## config.mk

```make
export PLATFORM = sky130hd
export DESIGN_NAME = embedded_controller_host_interface_unit
export DESIGN_NICKNAME = d
export VERILOG_FILES = /design/src/sv/echi_pkg.sv /design/src/sv/echi_front.sv /design/src/sv/echi_back.sv /design/src/sv/embedded_controller_host_interface_unit.sv
export SDC_FILE = /design/constraint.sdc
export NUM_CORES = 2
export LEC_CHECK = 0
export BUFFER_PORTS_ARGS = -buffer_cell sky130_fd_sc_hd__buf_4
export CAP_MARGIN = 0
export CORE_MARGIN = 2
export CORE_UTILIZATION = 35
export DETAILED_ROUTE_END_ITERATION = 10
export HOLD_SLACK_MARGIN = 0.05
export PLACE_DENSITY = 0.6
export SLEW_MARGIN = 20
export SYNTH_ARGS = -nofsm -noshare
export SYNTH_HDL_FRONTEND = slang
export SYNTH_HIERARCHICAL = 1
export SYNTH_SLANG_ARGS = --single-unit
```

## constraint.sdc

```tcl
create_clock -name clk_i -period 24.8 [get_ports clk_i]
set_input_delay 7.44 -clock clk_i [delete_from_list [all_inputs] [get_ports clk_i]]
set_output_delay 7.44 -clock clk_i [all_outputs]
set_load 0.02 [all_outputs]
```

## src/sv/echi_pkg.sv

```systemverilog
package echi_pkg;

  localparam int unsigned CmdW  = 3;
  localparam int unsigned ByteW = 8;

  // Host-side command field codes
  localparam logic [CmdW-1:0] CMD_STATUS_RD = 3'd0;
  localparam logic [CmdW-1:0] CMD_CMD_WR    = 3'd1;
  localparam logic [CmdW-1:0] CMD_DATA_WR   = 3'd2;
  localparam logic [CmdW-1:0] CMD_DATA_RD   = 3'd3;
  localparam logic [CmdW-1:0] CMD_SERVICE   = 3'd4;
  localparam logic [CmdW-1:0] CMD_RAM_WR    = 3'd5;
  localparam logic [CmdW-1:0] CMD_EVENT     = 3'd6;

  // Controller command bytes
  localparam logic [ByteW-1:0] EC_READ      = 8'h80;
  localparam logic [ByteW-1:0] EC_WRITE     = 8'h81;
  localparam logic [ByteW-1:0] EC_BURST_ON  = 8'h82;
  localparam logic [ByteW-1:0] EC_BURST_OFF = 8'h83;
  localparam logic [ByteW-1:0] EC_QUERY     = 8'h84;
  localparam logic [ByteW-1:0] BURST_ACK    = 8'h90;

  typedef enum logic [2:0] {
    OP_STATUS_RD,
    OP_CMD_WR,
    OP_DATA_WR,
    OP_DATA_RD,
    OP_SERVICE,
    OP_RAM_WR,
    OP_EVENT,
    OP_NOP
  } op_e;

  typedef enum logic [1:0] {
    PH_IDLE  = 2'd0,
    PH_RADDR = 2'd1,
    PH_WADDR = 2'd2,
    PH_WDATA = 2'd3
  } phase_e;

  typedef struct packed {
    op_e              op;
    logic [ByteW-1:0] value;
    logic [ByteW-1:0] address;
  } item_t;

  // Queue head as seen by the back end
  typedef struct packed {
    logic  valid;
    item_t item;
  } head_t;

endpackage

```

## src/sv/echi_front.sv

```systemverilog
module echi_front (
  input  logic                        clk_i,
  input  logic                        rst_ni,
  input  logic                        in_valid_i,
  output logic                        in_stall_o,
  input  logic [echi_pkg::CmdW-1:0]   command_i,
  input  logic [echi_pkg::ByteW-1:0]  value_i,
  input  logic [echi_pkg::ByteW-1:0]  address_i,
  output echi_pkg::head_t             head_o,
  input  logic                        pop_i
);

  echi_pkg::op_e   op;
  echi_pkg::item_t item;
  echi_pkg::item_t slot_q [2];
  logic            wr_ptr_q, wr_ptr_d;
  logic            rd_ptr_q, rd_ptr_d;
  logic [1:0]      count_q, count_d;
  logic            push;

  // Classify the host access
  always_comb begin
    unique case (command_i)
      echi_pkg::CMD_STATUS_RD: op = echi_pkg::OP_STATUS_RD;
      echi_pkg::CMD_CMD_WR:    op = echi_pkg::OP_CMD_WR;
      echi_pkg::CMD_DATA_WR:   op = echi_pkg::OP_DATA_WR;
      echi_pkg::CMD_DATA_RD:   op = echi_pkg::OP_DATA_RD;
      echi_pkg::CMD_SERVICE:   op = echi_pkg::OP_SERVICE;
      echi_pkg::CMD_RAM_WR:    op = echi_pkg::OP_RAM_WR;
      echi_pkg::CMD_EVENT:     op = echi_pkg::OP_EVENT;
      default:                 op = echi_pkg::OP_NOP;
    endcase
  end

  assign item       = '{op: op, value: value_i, address: address_i};
  assign in_stall_o = (count_q == 2'd2);
  assign push       = in_valid_i && !in_stall_o;

  assign head_o.valid = (count_q != 2'd0);
  assign head_o.item  = slot_q[rd_ptr_q];

  always_comb begin
    wr_ptr_d = push  ? !wr_ptr_q : wr_ptr_q;
    rd_ptr_d = pop_i ? !rd_ptr_q : rd_ptr_q;
    count_d  = count_q + {1'b0, push} - {1'b0, pop_i};
  end

  always_ff @(posedge clk_i or negedge rst_ni) begin
    if (!rst_ni) begin
      wr_ptr_q <= 1'b0;
      rd_ptr_q <= 1'b0;
      count_q  <= 2'd0;
    end else begin
      wr_ptr_q <= wr_ptr_d;
      rd_ptr_q <= rd_ptr_d;
      count_q  <= count_d;
    end
  end

  always_ff @(posedge clk_i) begin
    if (push) begin
      slot_q[wr_ptr_q] <= item;
    end
  end

endmodule

```

## src/sv/echi_back.sv

```systemverilog
module echi_back #(
  parameter int unsigned RAM_DEPTH = 256
) (
  input  logic                        clk_i,
  input  logic                        rst_ni,
  input  echi_pkg::head_t             head_i,
  output logic                        pop_o,
  output logic                        out_valid_o,
  input  logic                        out_stall_i,
  output logic [echi_pkg::ByteW-1:0]  read_data_o,
  output logic [echi_pkg::ByteW-1:0]  status_byte_o
);

  localparam int unsigned AW = (RAM_DEPTH > 1) ? $clog2(RAM_DEPTH) : 1;
  localparam int unsigned BW = echi_pkg::ByteW;

  logic [BW-1:0]        mem [RAM_DEPTH];
  logic [RAM_DEPTH-1:0] vld_q, vld_d;
  logic [BW-1:0]        rdata_q;
  logic                 rvalid_q;

  logic [BW-1:0]    in_byte_q, in_byte_d;
  logic [BW-1:0]    out_byte_q, out_byte_d;
  logic             out_src_ram_q, out_src_ram_d;
  logic             ibf_q, ibf_d;
  logic             obf_q, obf_d;
  logic             lwc_q, lwc_d;
  logic             burst_q, burst_d;
  logic             evp_q, evp_d;
  logic [BW-1:0]    evc_q, evc_d;
  echi_pkg::phase_e phase_q, phase_d;
  logic [BW-1:0]    taddr_q, taddr_d;

  logic             out_valid_q;
  logic [BW-1:0]    rd_q, rd_d;
  logic [BW-1:0]    st_q, st_d;

  logic             fire;
  logic [BW-1:0]    out_eff;
  logic             wr_en;
  logic [BW-1:0]    wr_addr, wr_data;
  logic             rd_en;
  logic             wr_in_range, rd_in_range;
  echi_pkg::item_t  it;

  assign it    = head_i.item;
  assign fire  = head_i.valid && (!out_valid_q || !out_stall_i);
  assign pop_o = fire;

  // Output byte is either a plain register or the last RAM read
  assign out_eff = out_src_ram_q ? (rvalid_q ? rdata_q : '0) : out_byte_q;

  assign rd_in_range = ({1'b0, in_byte_q} < (BW+1)'(RAM_DEPTH));
  assign wr_in_range = ({1'b0, wr_addr} < (BW+1)'(RAM_DEPTH));

  always_comb begin
    in_byte_d     = in_byte_q;
    out_byte_d    = out_byte_q;
    out_src_ram_d = out_src_ram_q;
    ibf_d         = ibf_q;
    obf_d         = obf_q;
    lwc_d         = lwc_q;
    burst_d       = burst_q;
    evp_d         = evp_q;
    evc_d         = evc_q;
    phase_d       = phase_q;
    taddr_d       = taddr_q;
    rd_d          = '0;
    wr_en         = 1'b0;
    wr_addr       = it.address;
    wr_data       = it.value;
    rd_en         = 1'b0;
    if (fire) begin
      unique case (it.op)
        echi_pkg::OP_STATUS_RD: begin
          rd_d = {2'b00, evp_q, burst_q, lwc_q, 1'b0, ibf_q, obf_q};
        end
        echi_pkg::OP_CMD_WR: begin
          in_byte_d = it.value;
          ibf_d     = 1'b1;
          lwc_d     = 1'b1;
        end
        echi_pkg::OP_DATA_WR: begin
          in_byte_d = it.value;
          ibf_d     = 1'b1;
          lwc_d     = 1'b0;
        end
        echi_pkg::OP_DATA_RD: begin
          rd_d  = out_eff;
          obf_d = 1'b0;
        end
        echi_pkg::OP_SERVICE: begin
          if (ibf_q) begin
            ibf_d = 1'b0;
            if (lwc_q) begin
              case (in_byte_q)
                echi_pkg::EC_READ:  phase_d = echi_pkg::PH_RADDR;
                echi_pkg::EC_WRITE: phase_d = echi_pkg::PH_WADDR;
                echi_pkg::EC_BURST_ON: begin
                  burst_d       = 1'b1;
                  out_byte_d    = echi_pkg::BURST_ACK;
                  out_src_ram_d = 1'b0;
                  obf_d         = 1'b1;
                  phase_d       = echi_pkg::PH_IDLE;
                end
                echi_pkg::EC_BURST_OFF: begin
                  burst_d = 1'b0;
                  phase_d = echi_pkg::PH_IDLE;
                end
                echi_pkg::EC_QUERY: begin
                  out_byte_d    = evp_q ? evc_q : '0;
                  out_src_ram_d = 1'b0;
                  obf_d         = 1'b1;
                  evp_d         = 1'b0;
                  phase_d       = echi_pkg::PH_IDLE;
                end
                default: ;
              endcase
            end else begin
              unique case (phase_q)
                echi_pkg::PH_RADDR: begin
                  rd_en         = 1'b1;
                  out_src_ram_d = 1'b1;
                  obf_d         = 1'b1;
                  phase_d       = echi_pkg::PH_IDLE;
                end
                echi_pkg::PH_WADDR: begin
                  taddr_d = in_byte_q;
                  phase_d = echi_pkg::PH_WDATA;
                end
                echi_pkg::PH_WDATA: begin
                  wr_en   = 1'b1;
                  wr_addr = taddr_q;
                  wr_data = in_byte_q;
                  phase_d = echi_pkg::PH_IDLE;
                end
                default: ;
              endcase
            end
          end
        end
        echi_pkg::OP_RAM_WR: begin
          wr_en = 1'b1;
        end
        echi_pkg::OP_EVENT: begin
          evp_d = 1'b1;
          evc_d = it.value;
        end
        default: ;
      endcase
    end
    st_d = {2'b00, evp_d, burst_d, lwc_d, 1'b0, ibf_d, obf_d};
  end

  // Mark written entries; unmarked entries read as zero
  always_comb begin
    vld_d = vld_q;
    if (wr_en && wr_in_range) begin
      vld_d[wr_addr[AW-1:0]] = 1'b1;
    end
  end

  always_ff @(posedge clk_i or negedge rst_ni) begin
    if (!rst_ni) begin
      vld_q         <= '0;
      in_byte_q     <= '0;
      out_byte_q    <= '0;
      out_src_ram_q <= 1'b0;
      ibf_q         <= 1'b0;
      obf_q         <= 1'b0;
      lwc_q         <= 1'b0;
      burst_q       <= 1'b0;
      evp_q         <= 1'b0;
      evc_q         <= '0;
      phase_q       <= echi_pkg::PH_IDLE;
      taddr_q       <= '0;
      out_valid_q   <= 1'b0;
    end else begin
      vld_q         <= vld_d;
      in_byte_q     <= in_byte_d;
      out_byte_q    <= out_byte_d;
      out_src_ram_q <= out_src_ram_d;
      ibf_q         <= ibf_d;
      obf_q         <= obf_d;
      lwc_q         <= lwc_d;
      burst_q       <= burst_d;
      evp_q         <= evp_d;
      evc_q         <= evc_d;
      phase_q       <= phase_d;
      taddr_q       <= taddr_d;
      if (fire) begin
        out_valid_q <= 1'b1;
      end else if (!out_stall_i) begin
        out_valid_q <= 1'b0;
      end
    end
  end

  always_ff @(posedge clk_i) begin
    if (fire) begin
      rd_q <= rd_d;
      st_q <= st_d;
    end
  end

  // Controller RAM: one write port, one registered read port
  always_ff @(posedge clk_i) begin
    if (wr_en && wr_in_range) begin
      mem[wr_addr[AW-1:0]] <= wr_data;
    end
    if (rd_en) begin
      rdata_q  <= mem[in_byte_q[AW-1:0]];
      rvalid_q <= rd_in_range && vld_q[in_byte_q[AW-1:0]];
    end
  end

  assign out_valid_o   = out_valid_q;
  assign read_data_o   = rd_q;
  assign status_byte_o = st_q;

endmodule

```

## src/sv/embedded_controller_host_interface_unit.sv

```systemverilog
// Channel  Handshake              Payload
// -------  ---------------------  ----------------------------------
// in       in_valid_i/in_stall_o   command_i[2:0] value_i[7:0] address_i[7:0]
// out      out_valid_o/out_stall_i read_data_o[7:0] status_byte_o[7:0]
//
// One word in, one word out; one word per cycle sustained while out_stall_i
// stays low. An accepted input word is registered in the queue, then the back
// end loads its result word into the output register (queue, then back end).
// The rate is set by the back end's update of the interface
// state and the RAM's one write port and one registered read port; a RAM
// read lands in a register and is used from there by later data reads.
// Reset clears the status flags, the queue and the RAM valid bits (no sweep).
// An output stall holds the output word; the two-entry queue then fills and
// raises in_stall_o.
module embedded_controller_host_interface_unit #(
  parameter int unsigned RAM_DEPTH = 256
) (
  input  logic       clk_i,
  input  logic       rst_ni,
  input  logic       in_valid_i,
  output logic       in_stall_o,
  input  logic [2:0] command_i,
  input  logic [7:0] value_i,
  input  logic [7:0] address_i,
  output logic       out_valid_o,
  input  logic       out_stall_i,
  output logic [7:0] read_data_o,
  output logic [7:0] status_byte_o
);

  echi_pkg::head_t head;
  logic            pop;

  // Front: classify host accesses and buffer them
  echi_front u_front (
    .clk_i      (clk_i),
    .rst_ni     (rst_ni),
    .in_valid_i (in_valid_i),
    .in_stall_o (in_stall_o),
    .command_i  (command_i),
    .value_i    (value_i),
    .address_i  (address_i),
    .head_o     (head),
    .pop_i      (pop)
  );

  // Back: advance the interface state, own the RAM, drive the result
  echi_back #(
    .RAM_DEPTH (RAM_DEPTH)
  ) u_back (
    .clk_i         (clk_i),
    .rst_ni        (rst_ni),
    .head_i        (head),
    .pop_o         (pop),
    .out_valid_o   (out_valid_o),
    .out_stall_i   (out_stall_i),
    .read_data_o   (read_data_o),
    .status_byte_o (status_byte_o)
  );

endmodule

```

Yosys cells after proc, flatten, opt, wreduce, memory -nomap -nowiden
Memories as Yosys holds them, arrays and structs flattened. A register that Yosys moved wholly into a read port is not among the register bits.
Cells that the tools add are included.
- latch bits: 0
- memories kept: 2
- logic and storage cells: 139
- bits in writable memories: 2086
- ROM bits: 0
- bits in registers: 315
- output and inout port bits: 18
- memories (name ; words ; width ; read ports ; clocked after Yosys merged registers in ; wr ports ; line ; source):
    u_back.mem ; 256 ; 8 ; 1 ; 1 ; 1 ; echi_back.sv:17 ; logic [BW-1:0] mem [RAM_DEPTH];
    u_front.slot_q ; 2 ; 19 ; 1 ; 0 ; 1 ; echi_front.sv:15 ; echi_pkg::item_t slot_q [2];
- equality and inequality tests: 24
- muxes and demuxes: 62
- bitwise gates (word level): 2
- div/mod/pow operators: 0
- $add $sub $neg: 2
- magnitude comparators: 3
- reductions and logical operators: 25
- shift-type cells: 0
- $mul: 0
- operators with widths (kind ; count):
    bitwise OR 256 bit ; 1
    two-way mux 8 bit ; 13
    equality test 8 bit, second input constant ; 5
    two-way mux 1 bit ; 35
    case mux 8 bit (2 select lines) ; 2
    case mux 3 bit (7 select lines) ; 1
    AND reduction 5 bit ; 4
    equality test 3 bit, second input constant ; 6
    < comparator 8 x 9 -> 1 bit, second input constant ; 2
    equality test 3 x 2 -> 1 bit, second input constant ; 4
    case mux 1 bit (2 select lines) ; 6
    binary-select mux 1 bit (select 8 bit) ; 1
    demux 1 bit (select 8 bit) ; 1
    >= comparator 8 x 1 -> 1 bit, second input constant ; 1
    equality test 2 bit, second input constant ; 3
    equality test 3 x 1 -> 1 bit, second input constant ; 2
    logical NOT 3 bit ; 2
    case mux 2 bit (3 select lines) ; 1
    nonzero test 2 bit ; 3
    OR reduction 2 bit ; 3
    logical NOT 1 bit ; 5
    != test 4 bit, second input constant ; 1
    case mux 2 bit (2 select lines) ; 1
    AND reduction 2 bit ; 2
    other kinds (11) ; 13

Depth between registers and ports, before layout
- word-level depth: 11
- mapped depth: 12
- depth with buffers taken out: 8

Cells and area by module
The synthesis kept the hierarchy.
- by module, submodules not included (module ; cells an instance ; area an instance (um^2) ; sequential area each (um^2) ; instances):
    echi_back ; 4691 ; 92944.1 ; 69591.7 ; 1
    echi_front ; 79 ; 1654.1 ; 1241.2 ; 1

Worst setup path before layout
OpenSTA, ideal clock, no wires.
- path kind: input to register
- start: input out_stall_i
- end: memory u_back/mem[0][0] (netlist bit) (data pin)
- required time: 22.610 ns
- path slack: 4.050 ns
- arrival: 18.561 ns
- path buffers: 3
- stages: 8
- cell sequence: nand2_1 > nand2_1 > clkinv_1 > nand4_1 > buf_4 > buf_2 > clkbuf_1 > o21ai_0
- longest elaborated chain between the ends: 4
- RTL lines (what ; line ; source):
    from (decl) ; embedded_controller_host_interface_unit.sv:26 ; input logic out_stall_i,
    logical NOT 1 bit ; echi_back.sv:47 ; assign fire = head_i.valid && (!out_valid_q || !out_stall_i);
    logical OR 1 bit ; echi_back.sv:47 ;
    logical AND 1 bit ; echi_back.sv:47 ;
    named net pop ; embedded_controller_host_interface_unit.sv:32 ; logic pop;
    two-way mux 8 bit ; echi_back.sv:73 ; if (fire) begin
    named net u_back.wr_data[0] ; echi_back.sv:41 ; logic [BW-1:0] wr_addr, wr_data;
    to (decl) ; echi_back.sv:17 ;
The timed path passes the listed nets, and every way through them passes these cells.

Worst setup path after layout
- start: input out_stall_i
- end: memory u_back/mem[145][0] (netlist bit) (enable)
- longest elaborated chain between the ends: 6
- elaborated cells between the ends (all ways): 7
- classes of those cells: mux: 4; reduce/logical: 3
- RTL lines (what ; line ; source):
    logical NOT 1 bit (*) ; echi_back.sv:47 ;
    logical OR 1 bit (*) ; echi_back.sv:47 ;
    logical AND 1 bit (*) ; echi_back.sv:47 ;
    named net pop ; embedded_controller_host_interface_unit.sv:32 ;
    two-way mux 1 bit ; echi_back.sv:73 ;
    two-way mux 1 bit ; echi_back.sv:208 ; if (wr_en && wr_in_range) begin
    two-way mux 1 bit (implied by the code) ; echi_back.sv:209 ; mem[wr_addr[AW-1:0]] <= wr_data;
Mark *: on every way through the listed nets, which the timed path passes. The rest lies on a longest branch.

==> summary.md <==
The register area share after synthesis is 74.9%, and the simple-gate share of the synthesized area is 4.28%. The average wire per standard cell is 30.3 um, and the async set or reset register ratio after synthesis is 12.5%. The count of pins on the block boundary was 41. The final layout contains 4861 nets. The count of nets left with antenna violations once routing finished came out at 0.

In this run the clock root is driven by a sky130_fd_sc_hd__clkbuf_16. The run gives 47600 as the via count of the first global-routing pass. The min-delay analysis places its worst path in the category reg -> reg.

The endpoint class of the critical path is a register. The congestion estimate from routability-driven global placement came to 0.884. The count of state elements after synthesis works out to 2409. The first routing iteration left 6742 violations. In this run the core area contains 190 standard-cell rows. For this run, the share of the core covered by cells in the final layout is 39.6%. Number of buffer cells added on primary ports: 37.

Measured against its own limit, the worst slew margin works out to 18.5%. The run gives 0 as the post-cts repair resize count. Counting stages on the worst path, the most repeated cell is sky130_fd_sc_hd__nand2_1.

The run gives 4770 as the number of instances in the synthesized netlist. For this design, the slowest cell found on the critical path is sky130_fd_sc_hd__nor2_1. At the worst endpoint, the required time is 25.30 ns. Once routing completed, OpenROAD measured the worst setup slack at 13.47 ns.

After clock tree synthesis, the flow added hold-fix buffers numbering 0. After synthesis, the cell types taking the most area are sky130_fd_sc_hd__edfxtp_1 (67%), sky130_fd_sc_hd__mux4_2 (13%), sky130_fd_sc_hd__dfrtp_1 (8.0%). The die width works out to 524 um.

During synthesis, Yosys emitted a total of 6 warnings. Count of unique library cells instantiated by Yosys: 80. The category of the critical setup timing path is in -> reg. For the synthesized cell area, the log shows 94600 um^2.

The clock period could shrink to 11.33 ns. In this run the vertical extent of the chip is 524 um. The share of the synthesized area in compound gates (AO/OA/AOI/OAI) is 3.29%, and the later-pin clock latency in the skew report is 0.89 ns.

Summed over all layers, the global routing overflow is 0. The mux cell area share after synthesis was 15.6%; the largest fanout of any net on the critical path was 28. The flow ran to the end, and the final reports show no timing, DRC or antenna violations. Compared with the post-synthesis result, the final layout area differs by 12.5%. For the maximum vdd drop, the log shows 0.000106 V. Areal power density over the cells: 117 nW/um^2. For this run, the total global-route usage over all layers was measured as 18.8%.

The multi-input combinational cells in the finished layout cover a total of 22300 um^2. Entering global routing, the biggest net connects 171 pins. The highest cell delay on the worst timing path is 0.97 ns, and the count of final setup violators is 0. The part of the cycle the worst path needs works out to 45.7%.

The ratio of routed vias to standard cells came out at 5.60. For this run, the detailed router's first-pass iteration total came to 6. In the synthesized netlist the dominant register cell turns out to be sky130_fd_sc_hd__edfxtp_1. For the post-detailed-routing wire length, the log shows 261000 um.

The final count of hold timing violations came out at 0. After filler insertion, the fill cell instance count of the layout stands at 23600. The clock input transition at the sequential cells of the worst setup and hold paths works out to 0.06 ns.

Sorting the synthesized cells by how often they occur yields sky130_fd_sc_hd__edfxtp_1 (2108), sky130_fd_sc_hd__mux4_2 (540), sky130_fd_sc_hd__nor2_1 (303), sky130_fd_sc_hd__dfrtp_1 (301), sky130_fd_sc_hd__mux2i_1 (184). For this run, the top clock speed supported by timing is 0.0883 GHz. The first global-routing pass estimated 368000 um of wire. Summed over its instances, the top area cell type makes up 66.9% of the synthesized netlist area. For the area of placed instances, the log shows 98600 um^2. Across all layers, the routed design uses 48100 vias.

The post-CTS repair timing setup buffer count was 0. The synthesized design contains 2108 enable-type register cells. The fraction of the mapped netlist area in adder cells came out at 0.0265%. The die covers 274000 um^2.

Of the cells placed in the final design, the portion with a size suffix greater than 1 is 23.8%. After synthesis, the largest family of logic cells by area is multiplexers. The logs give 0 for the number of max-cap violations and 233 for the clock buffer count from CTS. The worst setup skew after layout came out at 0.0412 ns.

Once the floorplan was initialized, standard cells occupied 35.2% of the core. The logs give 17 for the initial antenna violation count and 0 ns for the aggregate negative setup slack. The summed area of non-filler cells in the final layout was 106000 um^2. For the pre-CTS worst setup slack, the log shows 12.62 ns. Averaged over all synthesized cells, the footprint is 19.8 um^2. Number of buffers on the longest clock path: 3.

The dominant cell type by area after synthesis was sky130_fd_sc_hd__edfxtp_1. Walking the worst path, the cells encountered are buf_4 > nand2_1 > nand2_1 > clkinv_1 > nand4_1 > buf_4 > mux2i_1 > nand2_1 > nor2_1. Setup repair after global routing left no endpoint under its margin. Transition time at the pin with the least slew margin: 1.22 ns. The tools report the placeable core region as 268000 um^2. The tree built by TritonCTS fans out to 2409 sinks. After detailed routing, the number of remaining DRC violations is 0.

The worst setup path is launched from an input pin. The analysis attributes to cell leakage a power of 35.0 nW. Arrival time of data at the critical path endpoint: 11.83 ns. TritonCTS built the clock tree. In the final layout, flip-flops and latches occupy 70900 um^2. The number of pins with negative max-slew slack in the final report is 0. In this run the number of H-tree levels came out at 4. Detailed placement ended at an HPWL of 155000 um. Most common cell in the netlist: sky130_fd_sc_hd__edfxtp_1.

After Yosys synthesis, XOR and XNOR cells account for 0.0556% of the synthesized area.
[sequential cells by signal, summed over array words and instances (netlist names), 2 cells and up]
name,cells
u_back/taddr_q,8
u_back/evc_q,8
u_front/slot_q,38
u_back/phase_q,2
u_back/mem,2048
u_back/vld_q,256
u_back/status_byte_o,5
u_back/read_data_o,8
u_back/rdata_q,8
u_front/count_q,2
u_back/out_byte_q,8
u_back/in_byte_q,8
[final timing paths]
kind	startpoint	endpoint	slack, ns	cells past startpoint
setup / recovery	out_stall_i	u_back/mem[145][0]$_DFFE_PP_	13.47	9
hold / removal	u_back/vld_q[39]$_DFFE_PN0P_	u_back/vld_q[39]$_DFFE_PN0P_	0.46	1
setup reg to reg	u_back/in_byte_q[1]$_DFFE_PN0P_	u_back/rdata_q[5]$_DFFE_PP_	18.71	9
hold reg to reg	u_back/vld_q[39]$_DFFE_PN0P_	u_back/vld_q[39]$_DFFE_PN0P_	0.46	1
max in group asynchronous	rst_ni	u_back/in_byte_q[4]$_DFFE_PN0P_	16.19	3
min in group asynchronous	rst_ni	u_back/vld_q[9]$_DFFE_PN0P_	6.50	1
[worst max-delay path: cells and delay by family]
family	cells	cell delay, ns
multiplexers	1	0.87
buffers and inverters	3	1.09
AND/OR/NAND/NOR	5	2.36
[power by group]
group	internal (mW)	switching, mW
logic	1.23	2.55
registers	4.97	0.128
clock network	2.02	1.53
total	8.22	4.21
[final cells by class]
| type | instances | area share, % |
|---|---|---|
| Tap cell | 3552 | 4.18 |
| Sequential cell | 2409 | 66.6 |
| Multi-Input combinational cell | 2054 | 20.9 |
| Clock buffer | 324 | 6.10 |
| Timing Repair Buffer | 122 | 0.969 |
| Antenna cell | 4 | 0.00941 |
| Clock inverter | 120 | 1.17 |
| Inverter | 16 | 0.0564 |
[cell families after synthesis]
logic type,after synthesis
adder cells (fa/ha/maj),2
other,1
buffers and inverters,309
AO/OA/AOI/OAI,444
XOR/XNOR,6
multiplexers,781
flip-flops,2409
AND/OR/NAND/NOR,818
[metal layers]
metal  global-route usage (%)  up-vias  wire (um)  share of wire [%]
li1                         -    19400          -                  -
met2                     28.3     2582     118000                 45
met3                     4.23      420      25600                9.8
met1                     27.0    25700     108000                 41
met5                        0        -         30              0.012
met4                     6.42        4       8870                3.4
[stage by stage]
step                std cells  total power [mW]  hold WS, ns
CTS                      8596              12.5        0.462
global placement         8152              8.90        0.442
global route             8597              12.8        0.466
finish                   8601              12.4        0.461
floorplan                4772              7.53        0.428
detailed placement       8152              8.93        0.446
[layout by cell type, fill, tap and decap left out, types with 43 or more instances in the layout]
master / n
sky130_fd_sc_hd__edfxtp_1: 2108
sky130_fd_sc_hd__mux4_2: 540
sky130_fd_sc_hd__nor2_1: 302
sky130_fd_sc_hd__dfrtp_1: 295
sky130_fd_sc_hd__clkbuf_16: 239
sky130_fd_sc_hd__mux2i_1: 184
sky130_fd_sc_hd__nand2_1: 122
sky130_fd_sc_hd__or2_1: 116
sky130_fd_sc_hd__buf_4: 112
sky130_fd_sc_hd__a22oi_1: 88
sky130_fd_sc_hd__or2_2: 83
sky130_fd_sc_hd__a21oi_1: 80
sky130_fd_sc_hd__clkbuf_1: 66
sky130_fd_sc_hd__o21bai_1: 64
sky130_fd_sc_hd__clkinv_2: 43
(Power assumes the default switching activity.)
